### src/clock_divider_search_defines.svh
// ----------------------------------------------------------------------------
// Clock divider search assertion macros
// Shared assertion shorthands, sampled on clk_i and disabled in reset.
// ----------------------------------------------------------------------------
`ifndef CLOCK_DIVIDER_SEARCH_DEFINES_SVH
`define CLOCK_DIVIDER_SEARCH_DEFINES_SVH

// same-cycle implication
`define CDS_ASSERT_IMP(lbl, ante, cons) \
  lbl: assert property (@(posedge clk_i) disable iff (!rst_ni) (ante) |-> (cons)) \
    else $error("clock divider search check failed");

// next-cycle implication
`define CDS_ASSERT_NXT(lbl, ante, cons) \
  lbl: assert property (@(posedge clk_i) disable iff (!rst_ni) (ante) |=> (cons)) \
    else $error("clock divider search check failed");

`endif

### src/cds_div_pipe.sv
// ----------------------------------------------------------------------------
// Pipelined restoring divider
// One quotient bit per register stage, sideband travels with the data.
// ----------------------------------------------------------------------------
`timescale 1ns / 1ps
`default_nettype none

module cds_div_pipe #(
  parameter int NW = 33,
  parameter int DW = 31,
  parameter int QW = 17,
  parameter int SW = 1
) (
  input  wire logic          clk_i,
  input  wire logic          ce_i,
  input  wire logic [NW-1:0] num_i,
  input  wire logic [DW-1:0] den_i,
  input  wire logic [SW-1:0] side_i,
  output logic      [QW-1:0] quo_o,
  output logic      [SW-1:0] side_o
);

  localparam int WW = NW + QW + DW;

  logic [NW-1:0] rem_q  [QW+1];
  logic [QW-1:0] quo_q  [QW+1];
  logic [DW-1:0] den_q  [QW+1];
  logic [SW-1:0] side_q [QW+1];

  assign rem_q[0]  = num_i;
  assign quo_q[0]  = '0;
  assign den_q[0]  = den_i;
  assign side_q[0] = side_i;

  for (genvar k = 0; k < QW; k++) begin : g_stage
    localparam int B = QW - 1 - k;
    logic [WW-1:0] dsh;
    logic [WW-1:0] rext;
    logic          ge;
    logic [NW-1:0] rem_d;
    logic [QW-1:0] quo_d;

    always_comb begin
      dsh   = {{(WW-DW){1'b0}}, den_q[k]} << B;
      rext  = {{(WW-NW){1'b0}}, rem_q[k]};
      ge    = rext >= dsh;
      rem_d = ge ? (rem_q[k] - dsh[NW-1:0]) : rem_q[k];
      quo_d = quo_q[k] | ({{(QW-1){1'b0}}, ge} << B);
    end

    always_ff @(posedge clk_i) begin
      if (ce_i) begin
        rem_q[k+1]  <= rem_d;
        quo_q[k+1]  <= quo_d;
        den_q[k+1]  <= den_q[k];
        side_q[k+1] <= side_q[k];
      end
    end
  end

  assign quo_o  = quo_q[QW];
  assign side_o = side_q[QW];

endmodule

`default_nettype wire

### config.mk
export PLATFORM = sky130hd
export DESIGN_NAME = cds_div_pipe
export DESIGN_NICKNAME = d
export VERILOG_FILES = /design/src/clock_divider_search_defines.svh /design/src/cds_div_pipe.sv
export SDC_FILE = /design/constraint.sdc
export NUM_CORES = 2
export LEC_CHECK = 0
export BUFFER_PORTS_ARGS = -buffer_cell sky130_fd_sc_hd__buf_2
export CAP_MARGIN = 20
export CORE_MARGIN = 2
export CORE_UTILIZATION = 50
export DETAILED_ROUTE_END_ITERATION = 10
export PLACE_DENSITY = 0.66
export RECOVER_POWER = 25
export SYNTH_ARGS = -nofsm -noshare
export SYNTH_HDL_FRONTEND = slang
export SYNTH_SLANG_ARGS = --single-unit
### constraint.sdc
create_clock -name clk_i -period 4.35 [get_ports clk_i]
set_input_delay 0.87 -clock clk_i [delete_from_list [all_inputs] [get_ports clk_i]]
set_output_delay 0.87 -clock clk_i [all_outputs]
set_load 0.02 [all_outputs]
==> results.md <==
* Status: finished, final reports clean
* Slew HR at 0.298
* Die area at approximately 130000 um2
* Power Density at ~440 nW/um2
* Synth unique cells at 91
* Overall power at around 30 mW
* Top cell type's share of synthesized area at 0.584
* Nets at ~5700
* N_diodes at 0
* Metal2 WL at about 67000 um
* Final worst-path cycle share at 0.917
* Pleak at between 20 and 30 nW
* Clk_lat worst skew at approximately 750 ps
* Antenna violations before repair at 1
* First-pass GRT wire length at between 150000 and 200000 um
* Total global-route track usage at 0.194
* Overflow after GRT at 0
* Share of flip-flops with an asynchronous set or reset at 0
* FMAX at roughly 0.25 GHz
* Drt wl/cell at approximately 17 um
* Maximum vdd drop at roughly 0.41 mV
* Die width at about 350 um
* WP data required at 4830 ps
* Net switching power at roughly 7.8 mW
* Fillers at 9899
* Sequential share of power at 0.465
* Die H at ~350 um
* Post-CTS Setup Bufs at 0
* Post-Layout Inst Area at just under 70000 um2
* Placement Setup Slack at between 300 and 400 ps
* DRT Pass-1 Iters at 5
* Setup TNS at 0 ps
* Synthesized cell area at approximately 61000 um2
* Avg Vias per Cell at 5.44
* CTS Hold Bufs at 0
* Worst-Margin Slew at between 1000 and 1500 ps
* Initial core utilization at 0.504
* Total wire length at about 120000 um
* Share of cells above drive strength 1 at 0.108
* Number of I/O port buffers at 84
* Root buffer cell: clkbuf_16
* FP Rows at 128
* Area growth from synthesis to layout at 12.1%
* Fin. Hold Viols at 0
* Final ANT Viol Nets at 0
* Reg area at around 36000 um2
* Warnings from Yosys at 0
* Cell Area, Placed at approximately 64000 um2
* Switching Share at 0.257
* Number of synthesized flops with an enable pin at 1194
* MaxCap Viol Count at 0
* CTS clk-pin slew, worst paths at ~60 ps
* Syn Area/Cell at 12.4 um2
* Crit path max fanout at 30
* GP Congestion at 0.964
* Clk_skew at about 22 ps
* Mapped Cells at ~5000
* Clk network pwr share at 0.376
* Max Used Layer: met4
* I/O pin count at between 80 and 90
* H-tree Lvls at 4
* Comb power frac at 0.159
* # DRC at 0
* Top cells by area, synth: edfxtp_1 (58%), ha_1 (8.6%), mux2_2 (3.4%)
* CTS Buf Count at around 140
* Routed met3 length at 3340 um
* WL met1 at 42100 um
* Synth Register Bits at around 1200
* Vias in the first global route at slightly below 40000
* Yosys top cell by area: edfxtp_1
* Critical Path Source Type: register
* Data arrival, critical path at between 4000 and 5000 ps
* Detailed Place HPWL at between 90000 and 100000 um
* Slew Viols, Final at 0
* Tmin final at ~4000 ps
* # clock sinks at between 1000 and 1500
* Final setup viols at 0
* TritonCTS clock tree: yes
* Worst Setup End Kind: register
* Via Count at between 30000 and 40000
* Area of the multi-input gates at 23200 um2
* Ys flop type: edfxtp_1
* Cts repair resizes at 0
* RSZ-0062 raised after global routing: false
* Initial DRC Count at between 1500 and 2000
* Clock Path Buffers at 3
* Core ar. at ~120000 um2
* Mapped Nets at 5469
* Internal power at 22.5 mW
* WS Path Type: register to register
* Final worst slack at around 360 ps
* Hold Crit Class: input port to register
* Largest net degree at the start of global routing at roughly 120
* Sequential cell area fraction in the yosys report at 0.584
==> layout make-up <==
cell class	instances	area share
clock inverter	84	0.0146
multi-input combinational	3148	0.337
tap	1625	0.0296
clock buffer	161	0.0511
inverter	539	0.0294
timing repair buffer	168	0.0173
sequential	1194	0.521
==> path summary, 6_finish.rpt <==
check	from	slack, ps	to	depth (start not counted)
hold reg to reg	quo_q[163]	410	quo_q[146]	0
setup reg to reg	den_q[62]	360	g_stage[16].rext[1]	13
hold / removal	num_i[8]	300	g_stage[1].rext[8]	1
setup / recovery	den_q[62]	360	g_stage[16].rext[1]	13
==> critical path, cell delays in order, from the launching register on <==
cell      delay [ps]
edfxtp_1         400
ha_1             240
fa_1             400
nand2b_1         190
a211oi_1         360
o21ai_0          290
a211oi_1         490
a211oi_2         140
o21ai_2          210
a31oi_2          160
o21ba_2          430
buf_4            260
nand2_1           60
o21ai_0           70
==> cell usage in the layout (no fill, tap or decap), types with 10 or more instances in the layout <==
cell          n
a211oi_1     28
a21boi_0     15
a21o_1      191
a21oi_1     351
a221oi_1     10
a31oi_1      32
a41oi_1      13
and3_1       26
buf_12       14
buf_2        46
buf_4        70
bufinv_16    15
clkbuf_1     61
clkbuf_16   137
clkinv_1     32
clkinv_2     16
edfxtp_1   1194
fa_1         16
ha_1        422
inv_1       538
mux2_2      185
mux2i_1      16
nand2_1     299
nand2b_1     53
nand3_1      86
nand4_1      61
nor2_1      218
nor2b_1      55
nor3_1       65
nor4_1       48
o211ai_1     11
o21a_1       44
o21ai_0     285
o21bai_1     39
o31ai_1      28
or2_2        24
xnor2_1     190
xor2_1      132
==> per-layer routing <==
layer / track usage / up-vias
met2: 0.387 / 697
met3: 0.0259 / 369
li1: - / 18833
met4: 0.123 / 0
met1: 0.181 / 17770
met5: 0 / -
==> metrics by stage <==
| step | hold WS (ps) | utilization | instances |
|---|---|---|---|
| 2_1_floorplan | 400 | - | 4964 |
| 3_3_place_gp | 401 | 0.528 | 6674 |
| 3_5_place_dp | 405 | 0.528 | 6674 |
| 4_1_cts | 245 | 0.566 | 6919 |
| 5_1_grt | 263 | 0.565 | 6919 |
| 6_report | 296 | 0.565 | 6919 |
==> registers in the layout (all words and copies together) (netlist names) <==
register	cells
side_q	16
quo_q	136
g_stage.rext	528
side_o	1
quo_o	17
den_q	496
==> cells by family (layout without fill, tap and decap cells) <==
family / Yosys count / after routing / synth area share
flip-flops: 1194 / 1194 / 0.584
AO/OA/AOI/OAI: 1172 / 1172 / 0.121
XOR/XNOR: 322 / 322 / 0.0460
adder cells (fa/ha/maj): 438 / 438 / 0.0913
AND/OR/NAND/NOR: 1007 / 1007 / 0.0807
multiplexers: 209 / 209 / 0.0380
buffers and inverters: 622 / 952 / 0.0390
==> power groups by stage <==
| stage | clock network (mW) | registers, mW | logic, mW |
|---|---|---|---|
| 4_1_cts | 11.7 | 14.1 | 4.83 |
| 3_5_place_dp | 0 | 14.3 | 4.79 |
| 5_1_grt | 12.1 | 14.2 | 5.40 |
| 2_1_floorplan | 0 | 14.2 | 3.49 |
| 6_report | 11.4 | 14.1 | 4.81 |
| 3_3_place_gp | 0 | 14.3 | 4.70 |
==> synthesized netlist by cell type, types with 10 or more instances <==
master	n
a211oi_1	28
a21boi_0	15
a21o_1	191
a21oi_1	352
a221oi_1	10
a31oi_1	32
a41oi_1	13
and3_1	26
buf_2	30
clkbuf_1	47
edfxtp_1	1194
fa_1	16
ha_1	422
inv_1	538
mux2_2	185
mux2i_1	16
nand2_1	299
nand2b_1	53
nand3_1	86
nand4_1	61
nor2_1	218
nor2b_1	55
nor3_1	65
nor4_1	49
o211ai_1	11
o21a_1	44
o21ai_0	286
o21ai_1	10
o21bai_1	39
o31ai_1	28
or2_2	24
xnor2_1	190
xor2_1	132
No activity file was read; power rests on OpenSTA's default activity.
