==> config.mk <==
export PLATFORM = sky130hd
export DESIGN_NAME = cds_select
export DESIGN_NICKNAME = d
export VERILOG_FILES = /design/src/clock_divider_search_defines.svh /design/src/cds_pkg.sv /design/src/cds_select.sv
export SDC_FILE = /design/constraint.sdc
export NUM_CORES = 1
export LEC_CHECK = 0
export BUFFER_PORTS_ARGS = -buffer_cell sky130_fd_sc_hd__buf_2
export CAP_MARGIN = 5
export CELL_PAD_IN_SITES_DETAIL_PLACEMENT = 0
export CELL_PAD_IN_SITES_GLOBAL_PLACEMENT = 1
export CORE_MARGIN = 1.5
export CORE_UTILIZATION = 35
export DETAILED_ROUTE_END_ITERATION = 10
export PLACE_DENSITY_LB_ADDON = 0.1
export SYNTH_ARGS = -nofsm -noshare
export SYNTH_HDL_FRONTEND = slang
export SYNTH_SLANG_ARGS = --single-unit
==> constraint.sdc <==
create_clock -name clk_i -period 3.6 [get_ports clk_i]
set_input_delay 0.72 -clock clk_i [delete_from_list [all_inputs] [get_ports clk_i]]
set_output_delay 0.72 -clock clk_i [all_outputs]
set_load 0.05 [all_outputs]
==> src/clock_divider_search_defines.svh <==
// ----------------------------------------------------------------------------
// Clock divider search assertion macros
// Shared assertion shorthands, sampled on clk_i and disabled in reset.
// ----------------------------------------------------------------------------
`ifndef CLOCK_DIVIDER_SEARCH_DEFINES_SVH
`define CLOCK_DIVIDER_SEARCH_DEFINES_SVH

// same-cycle implication
`define CDS_ASSERT_IMP(lbl, ante, cons) \
  lbl: assert property (@(posedge clk_i) disable iff (!rst_ni) (ante) |-> (cons)) \
    else $error("clock divider search check failed");

// next-cycle implication
`define CDS_ASSERT_NXT(lbl, ante, cons) \
  lbl: assert property (@(posedge clk_i) disable iff (!rst_ni) (ante) |=> (cons)) \
    else $error("clock divider search check failed");

`endif

==> src/cds_pkg.sv <==
// ----------------------------------------------------------------------------
// Clock divider search package
// Widths and per-lane payload types shared by the pipeline modules.
// ----------------------------------------------------------------------------
`timescale 1ns / 1ps
`default_nettype none

package cds_pkg;

  localparam int RATE_W  = 31;
  localparam int DIV_W   = 16;
  localparam int SHIFT_W = 4;
  localparam int WID_W   = 5;
  localparam int TWICE_W = 32;
  localparam int NUM1_W  = 33;
  localparam int Q1_W    = 17;
  localparam int Q2_W    = 32;
  localparam int IN_W    = 72;
  localparam int OUT_W   = 88;

  // sideband of the first divide
  typedef struct packed {
    logic               ovf;
    logic               wz;
    logic [WID_W-1:0]   wcl;
    logic [RATE_W-1:0]  wanted;
    logic [TWICE_W-1:0] twice;
  } s1_t;

  // sideband of the second divide
  typedef struct packed {
    logic              rej;
    logic [RATE_W-1:0] wanted;
    logic [DIV_W-1:0]  div;
  } s2_t;

  typedef struct packed {
    logic               valid;
    logic [RATE_W-1:0]  err;
    logic [RATE_W-1:0]  rate;
    logic [DIV_W-1:0]   div;
    logic [SHIFT_W-1:0] shift;
  } cand_t;

endpackage

`default_nettype wire

==> src/cds_select.sv <==
// ----------------------------------------------------------------------------
// Candidate selection tree
// Registered pairwise minimum of shortfall, the lower shift wins a tie.
// ----------------------------------------------------------------------------
`timescale 1ns / 1ps
`default_nettype none

module cds_select
  import cds_pkg::*;
#(
  parameter int N = 9
) (
  input  wire logic  clk_i,
  input  wire logic  ce_i,
  input  wire cand_t cand_i [N],
  output cand_t      best_o
);

  localparam int LV = (N <= 1) ? 1 : $clog2(N);
  localparam int PN = 1 << LV;

  cand_t node_q [LV+1][PN];

  for (genvar i = 0; i < PN; i++) begin : g_leaf
    if (i < N) begin : g_used
      assign node_q[0][i] = cand_i[i];
    end else begin : g_pad
      assign node_q[0][i] = '0;
    end
  end

  for (genvar l = 1; l <= LV; l++) begin : g_lvl
    for (genvar i = 0; i < PN; i++) begin : g_node
      if (i < (PN >> l)) begin : g_cmp
        cand_t a, b, pick;
        always_comb begin
          a = node_q[l-1][2*i];
          b = node_q[l-1][2*i+1];
          // later lane only wins on a strictly lower shortfall
          if (b.valid && (!a.valid || (b.err < a.err))) begin
            pick = b;
          end else begin
            pick = a;
          end
        end
        always_ff @(posedge clk_i) begin
          if (ce_i) begin
            node_q[l][i] <= pick;
          end
        end
      end else begin : g_idle
        assign node_q[l][i] = '0;
      end
    end
  end

  assign best_o = node_q[LV][0];

endmodule

`default_nettype wire

==> results of run 1 <==
## layer usage
layer / wire [um] / up-vias / track usage (%)
met5: 409 / - / 0
met4: 4150 / 68 / 6.20
met3: 11900 / 305 / 5.84
met2: 73900 / 1150 / 35.7
met1: 66700 / 16200 / 29.4
li1: - / 15700 / -
## cell families (layout without fill, tap and decap cells)
kind of cell / count (synthesis) / count (layout)
adder cells (fa/ha/maj): 240 / 240
buffers and inverters: 598 / 1497
multiplexers: 492 / 492
other: 0 / 32
AND/OR/NAND/NOR: 700 / 700
AO/OA/AOI/OAI: 703 / 703
flip-flops: 913 / 913
## power groups by stage
stage	Sequential, mW	Combinational, mW	Clock, mW
floorplan	14.1	3.31	0
global placement	14.0	5.92	0
detailed placement	14.0	5.93	0
CTS	13.8	5.97	11.1
global route	13.9	6.41	11.5
finish	13.7	5.89	10.8
## metrics by stage
stage | setup WS [ns] | instance area (um2) | util, % | instances | power (mW)
2_1_floorplan | 0.762 | 47300 | - | 3646 | 17.4
3_3_place_gp | 0.00837 | 54000 | 40.3 | 6118 | 19.9
3_5_place_dp | 0.0398 | 54000 | 40.3 | 6118 | 19.9
4_1_cts | 0.343 | 57400 | 42.9 | 6313 | 30.9
5_1_grt | 0.226 | 57500 | 43.0 | 6333 | 31.8
6_report | 0.254 | 57500 | 43.0 | 6345 | 30.4
## cell usage after synthesis (all sizes together) (3+ instances only)
cell type  instances  area share (%)
a21o               6           0.095
and4               5           0.092
nand3            182             1.9
mux2             492              13
nor2b             12            0.16
or2               12            0.16
inv              353             2.8
a31oi            166             2.2
ha               240             6.3
o2111ai          166             3.1
and3               3           0.040
nand2b             5           0.066
nand4            188             2.5
o221ai             4           0.074
nor2              33            0.27
a21oi            117             1.3
buf               96             1.9
edfxtp           913              58
o21ai            209             2.2
a221oi             5           0.092
nand2            249             2.0
clkbuf           149             1.2
o21a               6           0.095
or4                4           0.063
## worst max-delay path by stage
stage                                              start  cells after the start  slack [ns]                        endpoint
after floorplan                              cand_i[413]                      9        0.76  g_lvl[2].g_node[1].g_cmp.a[10]
after global routing      g_lvl[4].g_node[0].g_cmp.b[57]                      8        0.23                      best_o[32]
after detailed placement                     cand_i[731]                     12        0.04  g_lvl[2].g_node[0].g_cmp.a[15]
after CTS                 g_lvl[2].g_node[1].g_cmp.a[53]                      9        0.34  g_lvl[3].g_node[0].g_cmp.b[20]
final                     g_lvl[2].g_node[1].g_cmp.b[53]                      8        0.25  g_lvl[3].g_node[0].g_cmp.b[12]
after global placement                       cand_i[551]                     12       0.008  g_lvl[2].g_node[0].g_cmp.b[21]
## layout make-up
| cell class | instances | share of cell area (%) |
|---|---|---|
| Antenna cell | 32 | 0.139 |
| Clock buffer | 125 | 4.66 |
| Clock inverter | 70 | 1.35 |
| Inverter | 353 | 2.30 |
| Multi-Input combinational cell | 2135 | 30.1 |
| Sequential cell | 913 | 47.7 |
| Tap cell | 1768 | 3.85 |
| Timing Repair Buffer | 949 | 9.94 |
## sequential cells by signal, indices dropped and copies added (netlist names)
register / count
best_o: 83
g_lvl.g_node.g_cmp.a: 498
g_lvl.g_node.g_cmp.b: 332
==> metrics, run 1 <==
fmax 0.299 GHz; period utilisation layout 93.0%; Die Height 371 um; Fin Clk Skew 0.0450 ns; Hold Path Class in2reg; fin crit period 3.35 ns; Data required, critical path 4.05 ns; Critical R2R Launch g_lvl[2].g_node[1].g_cmp.b[53]; asr flop ratio synth 0%; Hold Slack 0.167 ns; Cell Area, Synth 0.0473 mm2; CTS Hold Bufs 0; Port-buffer cells 831; post-synthesis xor/xnor area fraction 0%; worst path cell trace ha_1 -> nand2_1 -> o21ai_0 -> a21oi_1 -> o21ai_0 -> a32oi_4 -> buf_12 -> mux2_4; H-tree levels 3; CP Class reg2reg; Clk pwr share 35.5%; antenna violations before repair 93; main combinational cell family by area after synthesis multiplexers; Leak Pwr 23.2 nW; Rows 134; flops & latches, synth 913; post-synthesis mux area share 13.0%; gr usage total 22.2%; startpoint types flip-flop; worst skew pair latency 0.73 ns; Post-synth EDFFs 913; Multi-input gate area 0.0173 mm2; Mean Syn Cell Area 13.0 um2; commonest non-fill, non-tap cells in the layout edfxtp_1 (913), buf_2 (826), inv_1 (353); Int Pwr 22.0 mW; Vias 33,400; crit-path max cell delay 0.78 ns; TNS Setup 0 ns; # fillers 12,600; fin. max-slew vios 0; Ports 832; width of the die 371 um; 1st-pass router iterations 5; Reg power frac 45.2%; slew margin rel. 36.2%; WL/cell 24.8 um; CP Capture Type flip-flop; register area 0.0274 mm2; status finished, final reports clean; share of layout cells above drive strength 1 34.7%; worst hold start cand_i[33]; worst reg2reg path depth 8; most common cell after layout, fill and taps aside edfxtp_1; Nets 5,445; syn_nets 4,635; cell count after synthesis 3,646; post-detail-place hpwl 114 mm; Netlist cell types 54; Area Overhead vs Synth 21.5%; Clock Sinks 913; CTS tree yes; total setup buffers inserted after CTS 0; Worst Path Buf+Inv 1; top_reg_cell synth edfxtp_1; worst-path fanout max 50; # resized after CTS 0; maximum VDD drop 0.389 mV; CP most frequent cell o21ai_0; Clock Pin Slew Worst Setup and Hold Paths 0.06 ns; grt ovf 0; Top delay family on crit path compound AO/OA/AOI/OAI gates; Synth Area in Compound Gates 9.60%; Worst Max-Slew Pin Slew 0.947 ns; register-to-register setup slack 0.25 ns; CP max-delay cell o21ai_0; Post-Route WL 157 mm; vias in the first global route 32,200; Antenna Nets Post-Route 0; vias per inst 5.27; Initial Util 35.4%; largest net degree at the start of global routing 142; Synth warnings 0; Logic pwr share 19.4%; # setup viols final 0; setup repair after global routing missed its margin no; clock buffer count from CTS 104; Seq/Total Area, Yosys 57.9%; Initial DRC Count 2,549; Critical Path AT 3.80 ns; simple-gate share of the synthesized area 7.34%; count of final hold-check violations 0; adder-cell share of the synthesized area 6.34%; pwr dens 529 mW/mm2; # Max-Cap Violations 0; Hold Crit Depth 1; area of the die 0.137 mm2; first-pass GRT wire length 224 mm; Endpoint, Worst Hold g_lvl[2].g_node[2].g_cmp.a[33]; Switching Power 8.38 mW; Clock Tree Root clkbuf_16; FF-to-FF End g_lvl[3].g_node[0].g_cmp.b[12]; Core ar. 0.134 mm2; drt drc 0; RD Place Congestion 0.830; switching share of power 27.5%; worst-case clock buffer depth 3
Note: power is estimated with default switching activity, not from simulation.
==> run 2: changes to the inputs <==
SKIP_LAST_GASP = 1   (was not set)
clock period = 3.38 ns   (was 3.6 ns; I/O delays follow)
==> metrics, run 2 (synthesis results as in run 1) <==
Clock Tree Root clkbuf_16; Pwr Total 32.0 mW; clock buffer count from CTS 105; gr usage total 22.3%; Post-Route WL 158 mm; Die Height 371 um; Vias 33,400; Antenna Nets Post-Route 0; count of final hold-check violations 0; # Max-Cap Violations 0; Logic pwr share 19.9%; Routed met3 length 11.1 mm; Critical Path Stages 10; worst reg2reg path depth 10; Clock Pin Slew Worst Setup and Hold Paths 0.06 ns; area post-placement 0.0543 mm2; CP Capture Type flip-flop; Data required, critical path 3.84 ns; antenna violations before repair 91; FF-to-FF End g_lvl[3].g_node[0].g_cmp.a[1]; Fin Clk Skew 0.0446 ns; met2 wire length 74.5 mm; Top delay family on crit path compound AO/OA/AOI/OAI gates; Finished Core Util 43.0%; Ports 832; H-tree levels 3; Initial DRC Count 2,447; register-to-register setup slack 0.23 ns; Rows 134; crit path to g_lvl[3].g_node[0].g_cmp.a[1]; Reg power frac 45.8%; status finished, final reports clean; Area Overhead vs Synth 21.6%; TNS Setup 0 ns; first-pass GRT wire length 224 mm; CP most frequent cell buf_12; Nets 5,474; CTS Hold Bufs 0; fin crit period 3.15 ns; fmax 0.318 GHz; CP max-delay cell a2111o_1; Port-buffer cells 831; RD Place Congestion 0.855; Switching Power 8.89 mW; fin. max-slew vios 0; fin area 0.0576 mm2; Critical Path AT 3.61 ns; period utilisation layout 93.2%; # setup viols final 0; Hold Path Class in2reg; CTS tree yes; Clock Sinks 913; max reg flops 498; post-detail-place hpwl 116 mm; Worst Path Buf+Inv 3; vias in the first global route 32,300; most common cell after layout, fill and taps aside edfxtp_1; WL/cell 24.9 um; grt ovf 0; Leak Pwr 23.3 nW; Worst Max-Slew Pin Slew 0.901 ns; crit-path max cell delay 0.42 ns; maximum VDD drop 0.419 mV; Max Used Layer met5; startpoint types flip-flop; Core ar. 0.134 mm2; switching share of power 27.8%; vias per inst 5.25; worst-case clock buffer depth 3; M1 wire length 67.9 mm; 1st-pass router iterations 6; worst skew pair latency 0.72 ns; Clk pwr share 34.3%; width of the die 371 um; drt drc 0; Int Pwr 23.1 mW; commonest non-fill, non-tap cells in the layout edfxtp_1 (913), buf_2 (826), inv_1 (353); Initial Util 35.4%; worst-path fanout max 17; setup repair after global routing missed its margin no; CP Class reg2reg; largest net degree at the start of global routing 132; share of layout cells above drive strength 1 34.9%; pwr dens 556 mW/mm2; worst path cell trace inv_1 -> ha_1 -> a21oi_2 -> o21ai_1 -> a221o_1 -> a2111o_1 -> a32oi_4 -> buf_12 -> buf_12 -> mux2_2; area of the die 0.137 mm2; Critical R2R Launch g_lvl[2].g_node[0].g_cmp.a[69]; Crit. Startpoint g_lvl[2].g_node[0].g_cmp.a[69]; slew margin rel. 39.9%
-- run 2: cell count changes in the layout (fill, tap and decap cells not counted), sizes merged --
cell	before	now
clkinvlp	7	1
clkinv	47	44
diode	32	26
inv	356	359
bufinv	13	7
buf	949	977
-- run 2: metal layers --
metal  vias to the layer above  GRT usage [%]
met4                        74           6.47
met2                      1102           36.3
met1                     16200           29.2
met5                         -              0
met3                       297           5.74
li1                      15700              -
-- run 2: through the flow --
step           std cells  hold WS (ns)  setup slack, ns
3_3_place_gp        6146         0.401           0.0588
3_5_place_dp        6146         0.405           0.0360
4_1_cts             6329        0.0582            0.107
6_report            6355         0.128            0.231
5_1_grt             6343        0.0754           0.0535
2_1_floorplan       3646         0.400            0.586
-- run 2: worst min path at each step --
stage                                         from                             end  slack [ns]  cells past startpoint
floorplan            g_lvl[2].g_node[2].g_cmp.a[0]   g_lvl[3].g_node[1].g_cmp.a[0]        0.40                      0
global placement    g_lvl[2].g_node[2].g_cmp.a[25]  g_lvl[3].g_node[1].g_cmp.a[25]        0.40                      0
detailed placement  g_lvl[2].g_node[2].g_cmp.a[39]  g_lvl[3].g_node[1].g_cmp.a[39]        0.40                      0
CTS                                     cand_i[35]  g_lvl[2].g_node[2].g_cmp.a[35]        0.06                      1
global route                            cand_i[35]  g_lvl[2].g_node[2].g_cmp.a[35]        0.08                      1
finish                                  cand_i[35]  g_lvl[2].g_node[2].g_cmp.a[35]        0.13                      1
-- run 2: area by class of cell --
| class | instances | area, um2 |
|---|---|---|
| multi-input combinational | 2135 | 17300 |
| inverter | 353 | 1330 |
| sequential | 913 | 27400 |
| antenna | 26 | 65.1 |
| clock inverter | 58 | 537 |
| clock buffer | 125 | 2700 |
| timing repair buffer | 977 | 6010 |
| tap | 1768 | 2210 |
| fill | 12600 | 76200 |
-- run 2: power by group through the flow --
stage / Combinational (mW) / Clock, mW / Sequential (mW)
CTS: 6.44 / 11.3 / 14.7
floorplan: 3.53 / 0 / 15.0
global route: 6.92 / 11.7 / 14.8
detailed placement: 6.39 / 0 / 14.9
finish: 6.36 / 11.0 / 14.7
global placement: 6.39 / 0 / 14.9
-- run 2: timing repair --
item,in CTS,in global routing
gates resized for setup,0,1
endpoints found under the setup margin,0,23
setup buffers,0,0
hold endpoints to repair,0,0
